===== src/rotation_matrix_to_zyx_euler_macros.svh =====
// ----------------------------------------------------------------------------
// Assertion macros for the rotation matrix to ZYX Euler angle converter
// Shorthand for clocked implication checks with asynchronous reset disable.
// ----------------------------------------------------------------------------
`ifndef ROTATION_MATRIX_TO_ZYX_EULER_MACROS_SVH
`define ROTATION_MATRIX_TO_ZYX_EULER_MACROS_SVH

// Same-cycle implication
`define RMZE_ASSERT_IMP(lbl, clk_s, rstn_s, ante, cons, msg) \
	lbl: assert property (@(posedge clk_s) disable iff (!rstn_s) (ante) |-> (cons)) \
		else $error(msg);

// Next-cycle implication
`define RMZE_ASSERT_NXT(lbl, clk_s, rstn_s, ante, cons, msg) \
	lbl: assert property (@(posedge clk_s) disable iff (!rstn_s) (ante) |=> (cons)) \
		else $error(msg);

`endif


===== src/rmze_pkg.sv =====
// ----------------------------------------------------------------------------
// rmze_pkg
// Constants, angle table and helpers shared by the Euler angle converter.
// ----------------------------------------------------------------------------
package rmze_pkg;

	// Angle datapath: radians in Q.24, wide enough for pi plus overshoot
	localparam int ANG_W = 29;
	localparam int ATAN_N = 24;
	localparam int GUARD_SH = 8;

	localparam logic signed [ANG_W-1:0] ANG_PI = 29'sd52707179;
	localparam logic [15:0] INV_GAIN = 16'd39797;
	localparam logic signed [15:0] PI_Q13 = 16'sd25736;
	localparam logic signed [15:0] HALF_PI_Q13 = 16'sd12868;
	localparam logic signed [14:0] PITCH_LIM = 15'sd12868;
	localparam logic [10:0] MARGIN_RST = 11'd8;

	// Lanes of the first CORDIC row
	localparam int LANE_MAG = 0;
	localparam int LANE_YAW = 1;
	localparam int LANE_RN = 2;
	localparam int LANE_RL = 3;
	localparam int LANES_A = 4;

	typedef enum logic [1:0] {
		LOCK_NONE = 2'd0,
		LOCK_NEG = 2'd1,
		LOCK_POS = 2'd2
	} lock_t;

	localparam logic signed [ANG_W-1:0] ATAN_TAB [ATAN_N] = '{
		29'sd13176795, 29'sd7778716, 29'sd4110060, 29'sd2086331,
		29'sd1047214, 29'sd524117, 29'sd262123, 29'sd131069,
		29'sd65536, 29'sd32768, 29'sd16384, 29'sd8192,
		29'sd4096, 29'sd2048, 29'sd1024, 29'sd512,
		29'sd256, 29'sd128, 29'sd64, 29'sd32,
		29'sd16, 29'sd8, 29'sd4, 29'sd2
	};

	localparam logic signed [ANG_W:0] Q13_RND = 30'sd1024;

	// Round Q.24 to Q3.13 (floor of z + 1024 over 2048) and saturate to +-lim
	function automatic logic signed [15:0] ang_to_q13(
		input logic signed [ANG_W-1:0] z,
		input logic signed [15:0] lim
	);
		logic signed [ANG_W:0] s;
		logic signed [ANG_W-11:0] r;
		s = $signed({z[ANG_W-1], z}) + Q13_RND;
		r = s[ANG_W:11];
		if (r > lim) begin
			r = (ANG_W-10)'(lim);
		end else if (r < -lim) begin
			r = (ANG_W-10)'(-lim);
		end
		return r[15:0];
	endfunction

endpackage


===== src/rmze_prep.sv =====
// ----------------------------------------------------------------------------
// rmze_prep
// Pre-rotation for vectoring CORDIC: fold the left half-plane onto the right.
// ----------------------------------------------------------------------------
module rmze_prep
	import rmze_pkg::*;
#(
	parameter int W = 27
) (
	input  logic signed [W-1:0]     x_i,
	input  logic signed [W-1:0]     y_i,
	output logic signed [W-1:0]     x_o,
	output logic signed [W-1:0]     y_o,
	output logic signed [ANG_W-1:0] z_o,
	output logic                    zero_o
);

	// Flag the zero vector; its angle stays 0
	assign zero_o = (x_i == '0) && (y_i == '0);

	// Negate a vector with x < 0 and preload +-pi
	always_comb begin
		if (x_i[W-1]) begin
			x_o = -x_i;
			y_o = -y_i;
			z_o = y_i[W-1] ? -ANG_PI : ANG_PI;
		end else begin
			x_o = x_i;
			y_o = y_i;
			z_o = '0;
		end
	end

endmodule


===== config.mk =====
export PLATFORM = sky130hd
export DESIGN_NAME = rmze_prep
export DESIGN_NICKNAME = d
export VERILOG_FILES = /design/src/rotation_matrix_to_zyx_euler_macros.svh /design/src/rmze_pkg.sv /design/src/rmze_prep.sv
export SDC_FILE = /design/constraint.sdc
export NUM_CORES = 1
export LEC_CHECK = 0
export BUFFER_PORTS_ARGS = -buffer_cell sky130_fd_sc_hd__buf_2
export CAP_MARGIN = 0
export CORE_MARGIN = 1.5
export CORE_UTILIZATION = 42
export DETAILED_ROUTE_END_ITERATION = 8
export PLACE_DENSITY_LB_ADDON = 0.05
export RECOVER_POWER = 50
export SETUP_SLACK_MARGIN = 0.3
export SLEW_MARGIN = 20
export SYNTH_ARGS = -nofsm -noshare
export SYNTH_HDL_FRONTEND = slang
export SYNTH_SLANG_ARGS = --single-unit

===== constraint.sdc =====
create_clock -name vclk -period 2.6
set_input_delay 0.26 -clock vclk [all_inputs]
set_output_delay 0.26 -clock vclk [all_outputs]
set_load 0.05 [all_outputs]

==> summary.md, run 1 <==
| Metric | Value |
|---|---|
| Outcome | `complete, no violations` |
| Max Cap Violations | `0` |
| Most common cell after layout, fill and taps aside | `buf_2` |
| Max FO, Critical Path | `34` |
| Register area share after synthesis | `0%` |
| Fin cells | `344` |
| Rows | `20` |
| Gr busiest metal | `met2` |
| Number of global-route vias before repair | `1347` |
| PortBufs | `138` |
| Die width | `61.3 um` |
| Via-per-instance ratio | `5.02` |
| Hold Crit Class | `in -> out` |
| First-pass GRT wire length | `5650 um` |
| Worst EP arrival | `1.99 ns` |
| Placed wire-length estimate | `3320 um` |
| # setup viols final | `0` |
| Worst-margin pin slew | `0.654 ns` |
| Crit. End Element | `output pin` |
| Mapped Cells | `194` |
| Sum of negative setup slack | `0 ns` |
| Worst EP required | `2.34 ns` |
| Largest cells by area after synthesis | `xnor2_1 (30%), buf_4 (15%), o31ai_1 (9.0%)` |
| Die H | `61.3 um` |
| Share of cells above drive strength 1 | `39.3%` |
| Initial antenna violation count | `0` |
| XOR/XNOR share of the synthesized area | `30.1%` |
| Final min period | `2.25 ns` |
| Synth Area in Adders | `2.63%` |
| Power, Total | `715 uW` |
| Diode count | `0` |
| CLK BUF | `0` |
| Hold buffers post-CTS | `0` |
| Final hold vios | `0` |
| Post-synthesis mux area share | `0%` |
| Crit path kind | `in -> out` |
| Multi-input logic area | `1190 um^2` |
| Antenna-violating nets left | `0` |
| Area leader, netlist | `xnor2_1` |
| Post-synth top area share | `30.1%` |
| Max Clock Freq | `0.444 GHz` |
| Max-slew headroom | `56.3%` |
| Tcrit/Tclk final | `86.7%` |
| Combinational Power Share | `100.0%` |
| Detailed Routing Iterations Pass 1 | `4` |
| Largest family of logic cells by synthesized area | `XOR/XNOR gates` |
| P_int | `168 uW` |
| Register area | `0 um^2` |
| P_leak | `0.782 nW` |
| Startpoint types | `input pin` |
| VDD IR max | `0.251 mV` |
| Drt drc | `0` |
| Sequential share of power | `0%` |
| Net Count, Synth | `251` |
| Final #Nets | `359` |
| Total Wirelength | `3920 um` |
| Clk network pwr share | `0%` |
| Met1 usage | `24.8%` |
| FF+latch count | `0` |
| Pre-CTS setup slack | `0.407 ns` |
| Cell Pwr Density | `371 nW/um^2` |
| Grt total ovfl | `0` |
| CORE AREA | `3130 um^2` |
| Hold Path Stages | `3` |
| Iteration-0 DRC Markers | `140` |
| Largest net degree at the start of global routing | `35` |
| Placed insts | `344` |
| Per-instance average area after synthesis | `7.35 um^2` |
| Met3 usage | `1.05%` |
| Per-cell routed wire length | `11.4 um` |
| GPL Wtd Cong | `0.803` |
| Post-synth cell types | `28` |
| Sw Ratio | `76.6%` |
| Synth Area in Compound Gates | `24.2%` |
| Die area | `3750 um^2` |
| Synthesized area | `1430 um^2` |
| Net Switching | `547 uW` |
| Synth Area in Simple Gates | `24.8%` |
| Setup WS post-layout | `0.347 ns` |
| Met2 Usage GRT | `34.5%` |
| Synth Warn # | `0` |
| Pins Over Slew Limit | `0` |
| Commonest cells after routing, fill and taps aside | `buf_2 (101), xnor2_1 (49), clkbuf_1 (39)` |
| Filler cell count | `340` |
| Area grow syn2layout | `35.3%` |
| RSZ-0062 raised after global routing | `false` |
| Vias | `1727` |
| Starting density of the core | `45.6%` |
| Hold_ws | `0.876 ns` |
| Global Route Usage Sum | `18.5%` |
| IO Pins | `138` |
per-stage QoR:
step / instance area, um^2 / util [%]
floorplan: 1430 / -
global placement: 1960 / 62.5
detailed placement: 1960 / 62.5
CTS: 1960 / 62.5
global route: 1930 / 61.6
finish: 1930 / 61.6
synthesized netlist by cell type (all sizes together):
library cell,number
xnor2,49
buf,29
o31ai,17
nand2,16
o21ai,15
o41ai,12
nor2,8
nor4,7
clkbuf,6
inv,5
nor3,5
nand2b,4
nand4,4
ha,3
nand3,3
or3,3
or4,3
nor2b,2
and2,1
and3,1
and4,1
what timing repair did:
action                     in CTS  in global routing
resized for setup               0                  4
setup endpoints to repair       0                  7
buffers inserted                0                  0
cells by family (layout without fill, tap and decap cells):
kind of cell / after synthesis / count (layout)
AND/OR/NAND/NOR: 58 / 58
XOR/XNOR: 49 / 49
AO/OA/AOI/OAI: 44 / 44
buffers and inverters: 40 / 146
adder cells (fa/ha/maj): 3 / 3
worst paths after layout:
check	to	slack (ns)	startpoint
max	y_o[2]	0.35	x_i[26]
min	y_o[23]	0.88	y_i[23]
critical path, stage by stage:
cell and delay [ns]:
buf_2 0.43, clkbuf_1 0.52, nand2b_1 0.13, xnor2_1 0.15, clkbuf_1 0.50
power by group through the flow:
stage          sequential (mW)  combinational [mW]  clock (mW)
2_1_floorplan                0               0.565           0
3_3_place_gp                 0               0.723           0
3_5_place_dp                 0               0.724           0
4_1_cts                      0               0.726           0
5_1_grt                      0               0.753           0
6_report                     0               0.715           0
routing by layer:
layer  vias up  part of all wire, %
li1        889                    -
met1       764                   45
met2        74                   48
met3         0                  7.6
met4         0                    0
met5         -                    0
layout make-up:
cell class / count / area share (%)
inverters: 5 / 0.973
multi-input cells: 154 / 62.0
well taps: 44 / 2.86
repair buffers: 141 / 34.2
Note: power is estimated with default switching activity, not from simulation.
==> inputs of run 2 (changes only) <==
Settings changed: CELL_PAD_IN_SITES_DETAIL_PLACEMENT set to 1, CELL_PAD_IN_SITES_GLOBAL_PLACEMENT set to 2, CORE_MARGIN 1.5 to not set, CORE_UTILIZATION 42 to 19, SLEW_MARGIN 20 to not set.
==> summary.md, run 2 (same netlist as run 1, synthesis figures left out) <==
| Metric | Value |
|---|---|
| Post-Place Cell Area | `2030 um^2` |
| Rows | `31` |
| # setup viols final | `0` |
| CP Cell Sequence | `buf_2 > nor4_4 > nand4_2 > o41ai_1 > xnor2_1 > buf_2` |
| GPL Wtd Cong | `0.714` |
| Most common cell after layout, fill and taps aside | `buf_2` |
| Final hold vios | `0` |
| CORE AREA | `7250 um^2` |
| VDD IR max | `0.130 mV` |
| Max Clock Freq | `0.460 GHz` |
| Max-slew headroom | `51.4%` |
| Via-per-instance ratio | `4.36` |
| Share of cells above drive strength 1 | `39.2%` |
| Number of global-route vias before repair | `1611` |
| Buf+Inv Stages, Crit Path | `2` |
| Cell mode on critical path | `buf_2` |
| Crit. End Element | `output pin` |
| Iteration-0 DRC Markers | `22` |
| Hold_ws | `0.876 ns` |
| Power, Total | `723 uW` |
| Worst EP arrival | `1.92 ns` |
| CLK BUF | `0` |
| Placed wire-length estimate | `4240 um` |
| Fin cells | `400` |
| Final min period | `2.18 ns` |
| Largest net degree at the start of global routing | `32` |
| Max Cap Violations | `0` |
| Startpoint types | `input pin` |
| First-pass GRT wire length | `7610 um` |
| Pre-CTS setup slack | `0.333 ns` |
| CP max stage cell | `o41ai_1` |
| Placed insts | `398` |
| Post-layout util | `27.7%` |
| Final instance area | `2010 um^2` |
| Crit path kind | `in -> out` |
| Area grow syn2layout | `41.2%` |
| Antenna-violating nets left | `0` |
| Initial antenna violation count | `0` |
| PortBufs | `138` |
| Setup WS post-layout | `0.425 ns` |
| Sum of negative setup slack | `0 ns` |
| Max FO, Critical Path | `8` |
| Diode count | `0` |
| P_leak | `0.791 nW` |
| Commonest cells after routing, fill and taps aside | `buf_2 (99), xnor2_1 (49), clkbuf_1 (39)` |
| Sw Ratio | `76.6%` |
| Register area | `0 um^2` |
| Net Switching | `553 uW` |
| Per-cell routed wire length | `12.6 um` |
| Total Wirelength | `5020 um` |
| Final #Nets | `360` |
| Drt drc | `0` |
| Combinational Power Share | `100.0%` |
| Worst-margin pin slew | `0.728 ns` |
| RSZ-0062 raised after global routing | `true` |
| Cell Pwr Density | `359 nW/um^2` |
| Worst EP required | `2.34 ns` |
| Detailed Routing Iterations Pass 1 | `4` |
| Crit path largest cell delay | `0.46 ns` |
| Grt total ovfl | `0` |
| Die H | `88.6 um` |
| Top Family by Delay on Critical Path | `simple AND/OR/NAND/NOR gates` |
| Die width | `88.6 um` |
| Multi-input logic area | `1180 um^2` |
| Starting density of the core | `19.6%` |
| P_int | `169 uW` |
| Global Route Usage Sum | `11.7%` |
| Hold buffers post-CTS | `0` |
| Clk network pwr share | `0%` |
| Sequential share of power | `0%` |
| Vias | `1745` |
| Tcrit/Tclk final | `83.7%` |
| Hold Crit Class | `in -> out` |
| Die area | `7850 um^2` |
| IO Pins | `138` |
| Outcome | `complete, no violations` |
| Filler cell count | `968` |
| Pins Over Slew Limit | `0` |
| FF+latch count | `0` |
-- run 2: cell types whose count changed in the layout (fill, tap and decap cells not counted), moves of 2 or more --
| cell | previous run | this run |
|---|---|---|
| buf_4 | 1 | 3 |
| nor4_2 | 3 | 1 |
| o31ai_1 | 17 | 15 |
| buf_2 | 101 | 99 |
| o31ai_2 | 0 | 2 |
| nor4_1 | 2 | 4 |
-- run 2: timing repair --
item / CTS / global route
endpoints found under the setup margin: 0 / 10
gates resized for setup: 0 / 3
buffers inserted: 0 / 2
-- run 2: power by group through the flow --
stage | Clock [mW] | Sequential (mW) | Combinational [mW]
5_1_grt | 0 | 0 | 0.764
3_5_place_dp | 0 | 0 | 0.735
6_report | 0 | 0 | 0.723
4_1_cts | 0 | 0 | 0.737
2_1_floorplan | 0 | 0 | 0.565
3_3_place_gp | 0 | 0 | 0.739
-- run 2: path summary, 6_finish.rpt --
| check | depth (start not counted) | start | slack (ns) | to |
|---|---|---|---|---|
| setup / recovery | 6 | y_i[7] | 0.42 | y_o[17] |
| hold / removal | 3 | x_i[14] | 0.88 | x_o[14] |
-- run 2: final cells by class --
class / instances / area share, %
inverter: 5 / 0.933
multi-input combinational: 154 / 58.9
timing repair buffer: 142 / 34.0
tap: 99 / 6.16
-- run 2: metal layers --
layer | vias up | part of all wire (%) | GRT usage [%]
met2 | 65 | 46 | 21.0
met5 | - | 0 | 0
li1 | 892 | - | -
met1 | 788 | 47 | 15.6
met4 | 0 | 0 | 0
met3 | 0 | 7.3 | 1.68
