## config.mk

```make
export PLATFORM = sky130hd
export DESIGN_NAME = rmze_cell
export DESIGN_NICKNAME = d
export VERILOG_FILES = /design/src/rotation_matrix_to_zyx_euler_macros.svh /design/src/rmze_pkg.sv /design/src/rmze_cell.sv
export SDC_FILE = /design/constraint.sdc
export NUM_CORES = 1
export LEC_CHECK = 0
export ABC_AREA = 0
export BUFFER_PORTS_ARGS = -buffer_cell sky130_fd_sc_hd__buf_4
export CORE_UTILIZATION = 35
export DETAILED_ROUTE_END_ITERATION = 16
export MAX_ROUTING_LAYER = met4
export SYNTH_ARGS = -nofsm -noshare
export SYNTH_HDL_FRONTEND = slang
export SYNTH_SLANG_ARGS = --single-unit
export TNS_END_PERCENT = 20
```

## constraint.sdc

```tcl
create_clock -name clk -period 6.02 [get_ports clk]
set_clock_uncertainty 0.2 [all_clocks]
set_input_delay 0.301 -clock clk [delete_from_list [all_inputs] [get_ports clk]]
set_output_delay 0.301 -clock clk [all_outputs]
set_load 0.02 [all_outputs]
```

## src/rotation_matrix_to_zyx_euler_macros.svh

```systemverilog
// ----------------------------------------------------------------------------
// Assertion macros for the rotation matrix to ZYX Euler angle converter
// Shorthand for clocked implication checks with asynchronous reset disable.
// ----------------------------------------------------------------------------
`ifndef ROTATION_MATRIX_TO_ZYX_EULER_MACROS_SVH
`define ROTATION_MATRIX_TO_ZYX_EULER_MACROS_SVH

// Same-cycle implication
`define RMZE_ASSERT_IMP(lbl, clk_s, rstn_s, ante, cons, msg) \
	lbl: assert property (@(posedge clk_s) disable iff (!rstn_s) (ante) |-> (cons)) \
		else $error(msg);

// Next-cycle implication
`define RMZE_ASSERT_NXT(lbl, clk_s, rstn_s, ante, cons, msg) \
	lbl: assert property (@(posedge clk_s) disable iff (!rstn_s) (ante) |=> (cons)) \
		else $error(msg);

`endif

```

## src/rmze_pkg.sv

```systemverilog
// ----------------------------------------------------------------------------
// rmze_pkg
// Constants, angle table and helpers shared by the Euler angle converter.
// ----------------------------------------------------------------------------
package rmze_pkg;

	// Angle datapath: radians in Q.24, wide enough for pi plus overshoot
	localparam int ANG_W = 29;
	localparam int ATAN_N = 24;
	localparam int GUARD_SH = 8;

	localparam logic signed [ANG_W-1:0] ANG_PI = 29'sd52707179;
	localparam logic [15:0] INV_GAIN = 16'd39797;
	localparam logic signed [15:0] PI_Q13 = 16'sd25736;
	localparam logic signed [15:0] HALF_PI_Q13 = 16'sd12868;
	localparam logic signed [14:0] PITCH_LIM = 15'sd12868;
	localparam logic [10:0] MARGIN_RST = 11'd8;

	// Lanes of the first CORDIC row
	localparam int LANE_MAG = 0;
	localparam int LANE_YAW = 1;
	localparam int LANE_RN = 2;
	localparam int LANE_RL = 3;
	localparam int LANES_A = 4;

	typedef enum logic [1:0] {
		LOCK_NONE = 2'd0,
		LOCK_NEG = 2'd1,
		LOCK_POS = 2'd2
	} lock_t;

	localparam logic signed [ANG_W-1:0] ATAN_TAB [ATAN_N] = '{
		29'sd13176795, 29'sd7778716, 29'sd4110060, 29'sd2086331,
		29'sd1047214, 29'sd524117, 29'sd262123, 29'sd131069,
		29'sd65536, 29'sd32768, 29'sd16384, 29'sd8192,
		29'sd4096, 29'sd2048, 29'sd1024, 29'sd512,
		29'sd256, 29'sd128, 29'sd64, 29'sd32,
		29'sd16, 29'sd8, 29'sd4, 29'sd2
	};

	localparam logic signed [ANG_W:0] Q13_RND = 30'sd1024;

	// Round Q.24 to Q3.13 (floor of z + 1024 over 2048) and saturate to +-lim
	function automatic logic signed [15:0] ang_to_q13(
		input logic signed [ANG_W-1:0] z,
		input logic signed [15:0] lim
	);
		logic signed [ANG_W:0] s;
		logic signed [ANG_W-11:0] r;
		s = $signed({z[ANG_W-1], z}) + Q13_RND;
		r = s[ANG_W:11];
		if (r > lim) begin
			r = (ANG_W-10)'(lim);
		end else if (r < -lim) begin
			r = (ANG_W-10)'(-lim);
		end
		return r[15:0];
	endfunction

endpackage

```

## src/rmze_cell.sv

```systemverilog
// ----------------------------------------------------------------------------
// rmze_cell
// One vectoring CORDIC micro-rotation per lane, registered, with handshake.
// ----------------------------------------------------------------------------
module rmze_cell
	import rmze_pkg::*;
#(
	parameter int W = 27,
	parameter int I = 0,
	parameter int LANES = 1,
	parameter int SIDE_W = 1
) (
	input  logic                              clk,
	input  logic                              arst_n,
	input  logic                              valid_i,
	output logic                              ready_o,
	input  logic [LANES-1:0][W-1:0]           x_i,
	input  logic [LANES-1:0][W-1:0]           y_i,
	input  logic [LANES-1:0][ANG_W-1:0]       z_i,
	input  logic [LANES-1:0]                  zero_i,
	input  logic [SIDE_W-1:0]                 side_i,
	output logic                              valid_o,
	input  logic                              ready_i,
	output logic [LANES-1:0][W-1:0]           x_o,
	output logic [LANES-1:0][W-1:0]           y_o,
	output logic [LANES-1:0][ANG_W-1:0]       z_o,
	output logic [LANES-1:0]                  zero_o,
	output logic [SIDE_W-1:0]                 side_o
);

	logic                        valid_q;
	logic                        load;
	logic [LANES-1:0][W-1:0]     x_d, y_d, x_q, y_q;
	logic [LANES-1:0][ANG_W-1:0] z_d, z_q;
	logic [LANES-1:0]            zero_q;
	logic [SIDE_W-1:0]           side_q;

	// Accept when empty or when the neighbour takes the held transfer
	assign ready_o = ~valid_q | ready_i;
	assign load = valid_i & ready_o;

	// Rotate towards y = 0; a zero vector passes untouched
	for (genvar l = 0; l < LANES; l++) begin : g_lane
		logic signed [W-1:0]     xv, yv, xs, ys;
		logic signed [ANG_W-1:0] zv;
		assign xv = $signed(x_i[l]);
		assign yv = $signed(y_i[l]);
		assign zv = $signed(z_i[l]);
		assign xs = xv >>> I;
		assign ys = yv >>> I;
		assign x_d[l] = zero_i[l] ? x_i[l] : ((yv > 0) ? W'(xv + ys) : W'(xv - ys));
		assign y_d[l] = zero_i[l] ? y_i[l] : ((yv > 0) ? W'(yv - xs) : W'(yv + xs));
		assign z_d[l] = zero_i[l] ? z_i[l] :
			((yv > 0) ? ANG_W'(zv + ATAN_TAB[I]) : ANG_W'(zv - ATAN_TAB[I]));
	end

	// Hold the stage valid flag
	always_ff @(posedge clk or negedge arst_n) begin
		if (!arst_n) begin
			valid_q <= 1'b0;
		end else if (ready_o) begin
			valid_q <= valid_i;
		end
	end

	// Capture the rotated vectors
	always_ff @(posedge clk) begin
		if (load) begin
			x_q <= x_d;
			y_q <= y_d;
			z_q <= z_d;
			zero_q <= zero_i;
			side_q <= side_i;
		end
	end

	assign valid_o = valid_q;
	assign x_o = x_q;
	assign y_o = y_q;
	assign z_o = z_q;
	assign zero_o = zero_q;
	assign side_o = side_q;

endmodule

```

==> metrics.md, run 1 <==
| Metric | Value |
|---|---|
| Clk buf depth | `2` |
| IO buf count | `175` |
| CP max-delay cell | `a2111oi_0` |
| Critical Path, Cell by Cell | `buf_4 -> nor4_1 -> nand4_1 -> o21bai_4 -> inv_2 -> ha_1 -> a211oi_1 -> o211ai_1 -> a2111oi_0 -> o31ai_1 -> a41oi_1 -> nand2_1 -> a21oi_1 -> xnor2_1 -> o21ai_1` |
| Synth Area in XOR/XNOR | `0.0596` |
| Final Hold Vio Count | `0` |
| Slew headroom | `0.433` |
| Fraction of registers with async set/reset | `0.0116` |
| Nature of the critical path endpoint | `flop` |
| DRC viols | `0` |
| RSZ-0062 raised after global routing | `no` |
| First-pass GRT wire length | `47500 microns` |
| Mux share of post-synthesis cell area | `0.0191` |
| Psw | `0.000867 W` |
| Mapped Area | `between 9000 and 10000 sq um` |
| Via count | `between 9000 and 10000` |
| Post-CTS setup repair buffer count | `0` |
| Peak Freq | `0.208 GHz` |
| CTS tree | `done` |
| Final Critical Period | `between 4 and 5 ns` |
| Dominant synthesized flop cell | `edfxtp_1` |
| Cell Count, Final, Fillers Out | `about 1700` |
| Syn-to-layout area delta | `20.3%` |
| Iter 0 DRT Violations | `roughly 800` |
| Simple-Gate Fraction of Synth Area | `0.164` |
| Combined area of the multi-input logic cells | `6400 sq um` |
| Switching part of the total power | `0.369` |
| Crit path max fanout | `28` |
| Synth Area in Compound Gates | `0.279` |
| Leak | `4.97 nW` |
| Chip height | `approximately 170 microns` |
| RePlAce Congestion | `about 0.91` |
| Sequential standard cell area | `2580 sq um` |
| DIE AREA | `27900 sq um` |
| Clock transition at path regs | `0.07 ns` |
| Final Setup Violations | `0` |
| I/O pin count | `176` |
| Starting Density | `0.355` |
| Largest family of logic cells by synthesized area | `compound AO/OA/AOI/OAI gates` |
| Core area | `approximately 27000 sq um` |
| Max cap viols | `0` |
| Seq/Total Area, Yosys | `0.270` |
| Die extent in x | `167 microns` |
| Status | `completed` |
| Cells after synthesis | `1195` |
| Cell internal pwr | `0.00148 W` |
| Post-synth cell types | `71` |
| Ys Warns | `0` |
| NumNets Final | `approximately 1500` |
| Synth Area in Adders | `0.147` |
| Worst EP required | `5.91 ns` |
| CTS root buffer | `clkbuf_16` |
| Rows | `60` |
| Max-slew violation count | `0` |
| Combinational group share of total power | `0.408` |
| Dpl cells | `1661` |
| H-tree lvl count | `3` |
| DR WL/cell | `approximately 18 microns` |
| Antenna violations before repair | `0` |
| GRT Overall Usage | `0.221` |
| Syn Nets | `1394` |
| Peak VDD IR | `0.136 mV` |
| DRT Pass-1 Iters | `5` |
| Sinks on the clock net | `86` |
| Vias in the first global route | `8835` |
| Largest net degree at the start of global routing | `73` |
| Fill cell count | `2786` |
| DRT antenna net count | `0` |
| Routed vias/inst | `5.53` |
| Setup_tns | `0 ns` |
| Seq cells post-synth | `86` |
| Worst Path Arrival | `4.70 ns` |
| Hold Crit Class | `in -> reg` |
| Sequential power share | `0.319` |
| Final period utilization | `0.800` |
| Share of cells above drive strength 1 | `0.159` |
| Grt ovf | `0` |
| WL final | `30300 microns` |
| Diodes inserted | `0` |
| Pwr dens | `205 nW/um^2` |
| EDFF count, synth | `85` |
| CP Class | `in -> reg` |
| Startpoint types | `input pin` |
| Clock Latency Late Sink | `0.35 ns` |
| Clock network power share | `0.273` |
| DPL Wire Length | `23200 microns` |
| Syn avg cell area | `7.99 sq um` |
| Slowest Stage Delay on Critical Path | `0.78 ns` |
| Hold_ws | `0.0413 ns` |
| Worst-Margin Slew | `0.829 ns` |
| Total CTS buffers | `9` |
==> through the flow <==
step	cell area [sq um]	utilization	setup WS [ns]	power, W
after floorplan	9540	-	1.34	0.00140
after global placement	11100	0.414	0.932	0.00171
after detailed placement	11100	0.414	0.945	0.00171
after CTS	11500	0.427	1.30	0.00236
after global routing	11500	0.427	0.927	0.00248
final	11500	0.427	1.20	0.00235
==> cell usage in the layout, fill, tap and decap left out, types with 11 or more instances in the layout <==
cell type	synthesis	final
inv_1	94	94
nand2_1	113	113
o21a_1	14	14
xnor2_1	53	53
nor3_1	22	22
o21bai_1	16	15
nand2b_1	19	19
ha_1	106	106
a211oi_1	24	24
o31ai_1	12	12
o21ai_0	102	102
nor4_1	14	14
edfxtp_1	85	85
a21oi_1	128	128
nor2_1	95	95
xor2_1	12	12
a21o_1	34	34
o211ai_1	12	12
buf_4	0	181
nand3_1	19	19
o21ai_1	11	11
mux2i_1	16	16
==> final timing paths <==
check / from / end / slack (ns) / cells after the start
min in group asynchronous: arst_n / valid_o$_DFFE_PN0N_ / 0.06 / 2
max in group asynchronous: arst_n / valid_o$_DFFE_PN0N_ / 5.48 / 2
setup / recovery: y_i[5] / z_o[21]$_DFFE_PP_ / 1.20 / 15
hold reg to reg: valid_o$_DFFE_PN0N_ / valid_o$_DFFE_PN0N_ / 0.35 / 2
setup reg to reg: valid_o$_DFFE_PN0N_ / z_o[27]$_DFFE_PP_ / 3.80 / 3
hold / removal: z_i[22] / z_o[22]$_DFFE_PP_ / 0.04 / 3
==> power by group through the flow <==
| stage | sequential [W] | clock [W] | combinational [W] |
|---|---|---|---|
| 5_1_grt | 0.000753 | 0.000677 | 0.00105 |
| 4_1_cts | 0.000749 | 0.000656 | 0.000953 |
| 2_1_floorplan | 0.000827 | 0 | 0.000576 |
| 3_3_place_gp | 0.000763 | 0 | 0.000945 |
| 6_report | 0.000748 | 0.000642 | 0.000959 |
| 3_5_place_dp | 0.000762 | 0 | 0.000947 |
==> cell type report <==
type                            count  area share
Multi-Input combinational cell    955       0.557
Timing Repair Buffer              184       0.121
Clock buffer                       10      0.0199
Tap cell                          341      0.0371
Clock inverter                      6     0.00828
Sequential cell                    86       0.224
Inverter                           98      0.0320
==> cells by family (layout without fill, tap and decap cells) <==
group,after synthesis,in the layout
adder cells (fa/ha/maj),110,110
AO/OA/AOI/OAI,425,425
XOR/XNOR,65,65
AND/OR/NAND/NOR,337,337
multiplexers,18,18
buffers and inverters,154,298
flip-flops,86,86
==> routing by layer <==
| layer | part of all wire | vias to the layer above | GRT usage |
|---|---|---|---|
| li1 | - | 4620 | - |
| met1 | 0.45 | 4329 | 0.281 |
| met2 | 0.48 | 307 | 0.371 |
| met3 | 0.054 | 32 | 0.0234 |
| met4 | 0.018 | 0 | 0.0618 |
| met5 | 0 | - | - |
==> flip-flops by register name, summed over array words and instances, names as in the netlist <==
signal and flops:
z_o 29, x_o 27, y_o 27, side_o 1
valid_o 1, zero_o 1
==> critical path, delay by kind of cell <==
family	cells	cell delay [ns]
AOI/OAI and AO/OA	8	2.61
and+or+nand+nor	3	0.88
adders and majority gates	1	0.38
buffers and inverters	2	0.36
xor gates and xnor gates	1	0.14
==> synth_stat cells (14+ instances only) <==
library cell,count,area share
a211oi_1,24,0.019
a21o_1,34,0.027
a21oi_1,128,0.067
clkbuf_1,45,0.018
edfxtp_1,85,0.27
ha_1,106,0.14
inv_1,94,0.037
mux2i_1,16,0.017
nand2_1,113,0.044
nand2b_1,19,0.012
nand3_1,19,0.010
nor2_1,95,0.037
nor3_1,22,0.012
nor4_1,14,0.0092
o21a_1,14,0.011
o21ai_0,102,0.053
o21bai_1,16,0.013
xnor2_1,53,0.049
==> timing repair <==
item / in CTS / in global routing
gates resized for setup: 0 / 0
endpoints found under the hold margin: 3 / 0
hold buffers: 3 / 0
No activity file was read; power rests on OpenSTA's default activity.
==> run 2: changes to the inputs <==
==> constraint.sdc (replaced) <==
create_clock -name clk -period 4.7 [get_ports clk]
set_clock_uncertainty 0.2 [all_clocks]
set_input_delay 0.235 -clock clk [delete_from_list [all_inputs] [get_ports clk]]
set_output_delay 0.235 -clock clk [all_outputs]
set_load 0.02 [all_outputs]
==> run 2 against run 1 <==
Register-to-register slack worse by 1.4 ns. Routed wire length is 1.6% higher. First-iteration DRC count is 13% lower. Via count is 2.3% higher. Utilization is 1.5 points higher. Power is 32% higher. Sequential share of layout area is 0.77 points lower. Non-clock buffer count is 40 higher. Cell count is 2.4% higher. Setup slack worse by 0.93 ns. Sequential power is 28% higher.
==> metrics.md, run 2 (synthesis results as in run 1) <==
| Metric | Value |
|---|---|
| DR WL/cell | `17.9 microns (-0.76%)` |
| Worst EP required | `4.60 ns (-1.31 ns)` |
| CTS tree | `done` |
| Setup_tns | `0 ns (unchanged)` |
| Most frequent cells in the layout | `buf_4, a21oi_1, nand2_1` |
| DRT Pass-1 Iters | `5 (unchanged)` |
| DIE AREA | `27900 sq um (unchanged)` |
| RePlAce Congestion | `0.909 (-0.21%)` |
| DRC viols | `0 (unchanged)` |
| Total CTS buffers | `9 (unchanged)` |
| H-tree lvl count | `3 (unchanged)` |
| Pwr dens | `261 nW/um^2 (+28%)` |
| Max FFs per register | `29 (unchanged)` |
| Starting Density | `0.355 (unchanged)` |
| CP Class | `in -> reg` |
| Clock Latency Late Sink | `0.35 ns (about the same)` |
| CP max-delay cell | `dlygate4sd3_1` |
| Slew headroom | `0.442 (+0.00954)` |
| Vias in the first global route | `9091 (+2.9%)` |
| NumNets Final | `1573 (+2.6%)` |
| Clock transition at path regs | `0.07 ns (about the same)` |
| Final period utilization | `0.942` |
| Hold Crit Class | `in -> reg` |
| Final Critical Period | `4.43 ns` |
| Peak Freq | `0.226 GHz` |
| Core area | `26900 sq um (unchanged)` |
| Rows | `60 (unchanged)` |
| GRT Overall Usage | `0.225 (+0.00460)` |
| Via count | `9498 (+2.3%)` |
| Worst-Margin Slew | `0.829 ns (-0.000501 ns)` |
| Critical Path, Cell by Cell | `dlygate4sd3_1 -> buf_4 -> nor4_1 -> nand3_1 -> o21bai_4 -> inv_2 -> buf_4 -> ha_1 -> a211oi_1 -> nand2_1 -> o22ai_1 -> o311a_1 -> a21oi_1 -> a311oi_2 -> nor4b_1 -> a211oi_1 -> xnor2_1` |
| Leak | `5.17 nW (+3.9%)` |
| I/O pin count | `176 (unchanged)` |
| Largest net degree at the start of global routing | `87 (+19%)` |
| DPL Wire Length | `23300 microns (+0.49%)` |
| Peak VDD IR | `0.193 mV (+42%)` |
| First-pass GRT wire length | `48500 microns (+2.1%)` |
| Final Setup Violations | `0 (unchanged)` |
| Iter 0 DRT Violations | `697 (-13%)` |
| RSZ-0062 raised after global routing | `no` |
| CTS root buffer | `clkbuf_16` |
| Sinks on the clock net | `86 (unchanged)` |
| Diodes inserted | `0 (unchanged)` |
| Max cap viols | `0 (unchanged)` |
| Top sig layer | `met4` |
| Clk buf depth | `2 (unchanged)` |
| Routed vias/inst | `5.52 (-0.12%)` |
| Crit path max fanout | `11 (-61%)` |
| Antenna violations before repair | `0 (unchanged)` |
| Chip height | `167 microns (unchanged)` |
| IO buf count | `175 (unchanged)` |
| Max-slew violation count | `0 (unchanged)` |
| CP top delay family | `compound AO/OA/AOI/OAI gates` |
| Power Total | `0.00310 W (+32%)` |
| Status | `completed` |
| Share of cells above drive strength 1 | `0.163 (+0.00409)` |
| Nature of the critical path endpoint | `flop` |
| Commonest non-fill, non-tap cell in the layout | `buf_4` |
| Final core utilization | `0.443 (+0.0152)` |
| Grt ovf | `0 (unchanged)` |
| Met2 wire length | `14600 microns (+1.5%)` |
| Worst Path Arrival | `4.33 ns (-0.37 ns)` |
| Met1 WL | `14100 microns (+2.9%)` |
| WL final | `30800 microns (+1.6%)` |
| Met3 WL | `1450 microns (-11%)` |
| Syn-to-layout area delta | `24.6%` |
| Startpoint types | `input pin` |
| DRT antenna net count | `0 (unchanged)` |
| Slowest Stage Delay on Critical Path | `0.54 ns (-0.24 ns)` |
| Buf/Inv on CP | `4 (+2)` |
| Final Hold Vio Count | `0 (unchanged)` |
| Die extent in x | `167 microns (unchanged)` |
## run 2: where the power goes
part / total [W] / internal (W) / switching [W]
Sequential: 0.000960 / 0.000939 / 0.0000208
Combinational: 0.00127 / 0.000515 / 0.000751
Clock: 0.000878 / 0.000523 / 0.000355
Total: 0.00310 / 0.00198 / 0.00113
## run 2: per-stage QoR
stage,setup slack (ns),area (sq um),hold slack [ns],std cells
2_1_floorplan,0.0832,9540,-0.261,1195
4_1_cts,0.159,11900,0.000460,1720
3_3_place_gp,0.215,11200,-0.190,1671
6_report,0.275,11900,0.00921,1720
3_5_place_dp,0.166,11200,-0.187,1671
5_1_grt,0.000169,11900,0.0113,1720
## run 2: cell type report
| type | count | area (sq um) |
|---|---|---|
| clock buffers | 9 | 225 |
| clock inverters | 7 | 120 |
| fillers | 2706 | 15000 |
| inverters | 98 | 368 |
| multi-input cells | 955 | 6410 |
| flip-flops and latches | 86 | 2580 |
| well taps | 341 | 427 |
| repair buffers | 224 | 1760 |
## run 2: worst paths after layout
kind                                     start                  end  slack [ns]  cells after the start
max                                    y_i[18]    z_o[28]$_DFFE_PP_        0.27                     17
min                                    z_i[10]    z_o[10]$_DFFE_PP_       0.009                      3
max reg2reg                valid_o$_DFFE_PN0N_    x_o[11]$_DFFE_PP_        2.43                      3
min reg2reg                valid_o$_DFFE_PN0N_    y_o[21]$_DFFE_PP_        0.83                      2
max in group asynchronous               arst_n  valid_o$_DFFE_PN0N_        3.68                      3
min in group asynchronous               arst_n  valid_o$_DFFE_PN0N_        0.52                      3
## run 2: routing by layer
layer | global-route usage | vias up
met3 | 0.0260 | 40
met5 | - | -
met1 | 0.291 | 4440
met2 | 0.374 | 323
met4 | 0.0586 | 0
li1 | - | 4695
## run 2: timing repair
item	CTS	global route
gates resized for setup	0	4
buffers inserted	0	0
hold buffers	33	0
endpoints found under the hold margin	31	0
endpoints found under the setup margin	0	6
## run 2: worst register-to-register path, cell delays in order (launching register included)
cell	delay (ns)
dfrtp_1	0.38
nand2b_1	0.11
and2_4	0.56
buf_4	0.63
==> run 3: changes to the inputs <==
--- a/config.mk
+++ b/config.mk
@@ -7,9 +7,12 @@
 export LEC_CHECK = 0
 export ABC_AREA = 0
 export BUFFER_PORTS_ARGS = -buffer_cell sky130_fd_sc_hd__buf_4
+export CELL_PAD_IN_SITES_DETAIL_PLACEMENT = 1
+export CELL_PAD_IN_SITES_GLOBAL_PLACEMENT = 1
 export CORE_UTILIZATION = 35
 export DETAILED_ROUTE_END_ITERATION = 16
 export MAX_ROUTING_LAYER = met4
+export PLACE_DENSITY_LB_ADDON = 0.1
 export SYNTH_ARGS = -nofsm -noshare
 export SYNTH_HDL_FRONTEND = slang
 export SYNTH_SLANG_ARGS = --single-unit
==> run 3 against run 2 <==
Hold slack worse by 0.0046 ns. Clock power shrank 11%. Setup slack better by 0.069 ns. Sequential power barely moved. Via count grew 1.5%. Routed wire length is 11% higher. Utilization rose by 0.63 points. Register-to-register slack is essentially flat. Combinational power increased by 4%. Sequential share of layout area down 0.31 points. Non-clock buffer count rose by 29. Flip-flop and latch count unchanged. Highest routed layer unchanged.
==> metrics.md, run 3 (synthesis results as in run 1) <==
| Metric | Value |
|---|---|
| Critical Path, Cell by Cell | `dlygate4sd3_1 -> buf_4 -> nor4_1 -> buf_4 -> nand4_1 -> buf_4 -> o21bai_4 -> inv_2 -> ha_1 -> a211oi_1 -> o211ai_1 -> a2111oi_1 -> buf_4 -> o31ai_1 -> a41oi_1 -> nand2_1 -> a21oi_1 -> xnor2_1 -> o21ai_1` |
| Sinks on the clock net | `86 (unchanged)` |
| DIE AREA | `27900 sq um (unchanged)` |
| Dpl cells | `1697 (+1.6%)` |
| Cell Count, Final, Fillers Out | `1750 (+1.7%)` |
| DR WL/cell | `19.5 microns (+9.3%)` |
| Antenna violations before repair | `0 (unchanged)` |
| Status | `completed` |
| Share of cells above drive strength 1 | `0.177 (+0.0137)` |
| Vias in the first global route | `9746 (+7.2%)` |
| Clock transition at path regs | `0.08 ns (about the same)` |
| Final period utilization | `0.927 (-0.0147)` |
| Grt ovf | `0 (unchanged)` |
| Most frequent cells in the layout | `buf_4, a21oi_1, nand2_1` |
| DRT Pass-1 Iters | `4 (-1)` |
| Nature of the critical path endpoint | `flop` |
| Worst EP required | `4.59 ns (about the same)` |
| PnR worst setup slack | `0.344 ns (+0.0689 ns)` |
| Slowest Stage Delay on Critical Path | `0.56 ns (+0.02 ns)` |
| WL final | `34200 microns (+11%)` |
| GRT Overall Usage | `0.251 (+0.0257)` |
| Clk buf depth | `2 (unchanged)` |
| Via count | `9641 (+1.5%)` |
| CP Class | `in -> reg` |
| DRC viols | `0 (unchanged)` |
| Routed vias/inst | `5.51 (-0.23%)` |
| CP max-delay cell | `dlygate4sd3_1` |
| NumNets Final | `1602 (+1.8%)` |
| First-pass GRT wire length | `53800 microns (+11%)` |
| Core area | `26900 sq um (unchanged)` |
| Dpl ws | `0.355 ns (+0.189 ns)` |
| Total CTS buffers | `9 (unchanged)` |
| Peak VDD IR | `0.146 mV (-24%)` |
| Syn-to-layout area delta | `26.4%` |
| CP top delay family | `compound AO/OA/AOI/OAI gates` |
| Max cap viols | `0 (unchanged)` |
| Rows | `60 (unchanged)` |
| Hold Crit Class | `in -> reg` |
| CTS root buffer | `clkbuf_16` |
| Chip height | `167 microns (unchanged)` |
| Die extent in x | `167 microns (unchanged)` |
| Startpoint types | `input pin` |
| Final Setup Violations | `0 (unchanged)` |
| Final Critical Period | `4.36 ns (-0.0689 ns)` |
| Final Hold Vio Count | `0 (unchanged)` |
| I/O pin count | `176 (unchanged)` |
| Worst-Margin Slew | `0.852 ns (+0.0234 ns)` |
| RePlAce Congestion | `0.897 (-1.3%)` |
| Post-CTS setup repair buffer count | `0 (unchanged)` |
| Largest net degree at the start of global routing | `78 (-10%)` |
| Commonest non-fill, non-tap cell in the layout | `buf_4` |
| CTS tree | `done` |
| Pwr dens | `254 nW/um^2 (-2.6%)` |
| DRT antenna net count | `0 (unchanged)` |
| Clock Latency Late Sink | `0.35 ns (about the same)` |
| Buf/Inv on CP | `6 (+2)` |
| Max FFs per register | `29 (unchanged)` |
| Worst Path Arrival | `4.25 ns (-0.08 ns)` |
| Peak Freq | `0.230 GHz (+1.6%)` |
| H-tree lvl count | `3 (unchanged)` |
| Most used cell along the critical path | `buf_4` |
| Setup_tns | `0 ns (unchanged)` |
| Final core utilization | `0.449 (+0.00633)` |
| Max-slew violation count | `0 (unchanged)` |
| Slew headroom | `0.428 (-0.0140)` |
| DPL Wire Length | `26500 microns (+14%)` |
| IO buf count | `175 (unchanged)` |
| Crit path max fanout | `10 (-1)` |
| Iter 0 DRT Violations | `513 (-26%)` |
| Hold_ws | `0.00464 ns (-0.00457 ns)` |
| Starting Density | `0.355 (unchanged)` |
| Leak | `5.27 nW (+2.0%)` |
## run 3: cell count changes in the layout (fill, tap and decap cells not counted), sizes merged
cell / change
buf: +26
clkinv: -3
clkinvlp: +3
dlygate4sd3: +3
bufinv: -2
clkbuf: +1
diode: +1
inv: +1
## run 3: tightest hold or removal path, cell delays in order
cell	delay [ns]
buf_4	0.10
nand2_1	0.04
o21ai_0	0.07
## run 3: per-stage QoR
step           instance area [sq um]  total power (W)
2_1_floorplan                   9540          0.00180
3_3_place_gp                   11400          0.00225
3_5_place_dp                   11400          0.00226
4_1_cts                        12100          0.00309
5_1_grt                        12100          0.00324
6_report                       12100          0.00307
## run 3: path summary, 6_finish.rpt
path | from | end | slack [ns] | cells past startpoint
setup reg to reg | valid_o$_DFFE_PN0N_ | x_o[7]$_DFFE_PP_ | 2.44 | 3
hold / removal | x_i[0] | x_o[0]$_DFFE_PP_ | 0.005 | 3
hold reg to reg | valid_o$_DFFE_PN0N_ | z_o[4]$_DFFE_PP_ | 0.86 | 2
min in group asynchronous | arst_n | valid_o$_DFFE_PN0N_ | 0.54 | 3
max in group asynchronous | arst_n | valid_o$_DFFE_PN0N_ | 3.66 | 3
setup / recovery | y_i[9] | z_o[21]$_DFFE_PP_ | 0.34 | 19
## run 3: final cells by class
cell class                 count  area, sq um
sequential                    86         2580
fill                        3241        14800
tap                          341          427
multi-input combinational    955         6400
antenna                        1         2.50
clock inverter                 6         70.1
timing repair buffer         253         1990
inverter                      98          368
clock buffer                  10          229
## run 3: what timing repair did
item | in CTS | in global routing
hold buffers | 36 | 0
hold endpoints to repair | 34 | 0
endpoints found under the setup margin | 0 | 2
resized for setup | 0 | 2
## run 3: where the power goes
part	total (W)	switching, W	internal [W]
combinational	0.00132	0.000781	0.000539
clock	0.000785	0.000367	0.000418
sequential	0.000961	0.0000221	0.000939
total	0.00307	0.00117	0.00190
## run 3: metal layers
metal | global-route usage | share of wire | vias to the layer above
met4 | 0.0650 | 0.020 | 0
met1 | 0.333 | 0.48 | 4646
li1 | - | - | 4742
met5 | - | 0 | -
met2 | 0.406 | 0.46 | 222
met3 | 0.0279 | 0.035 | 31
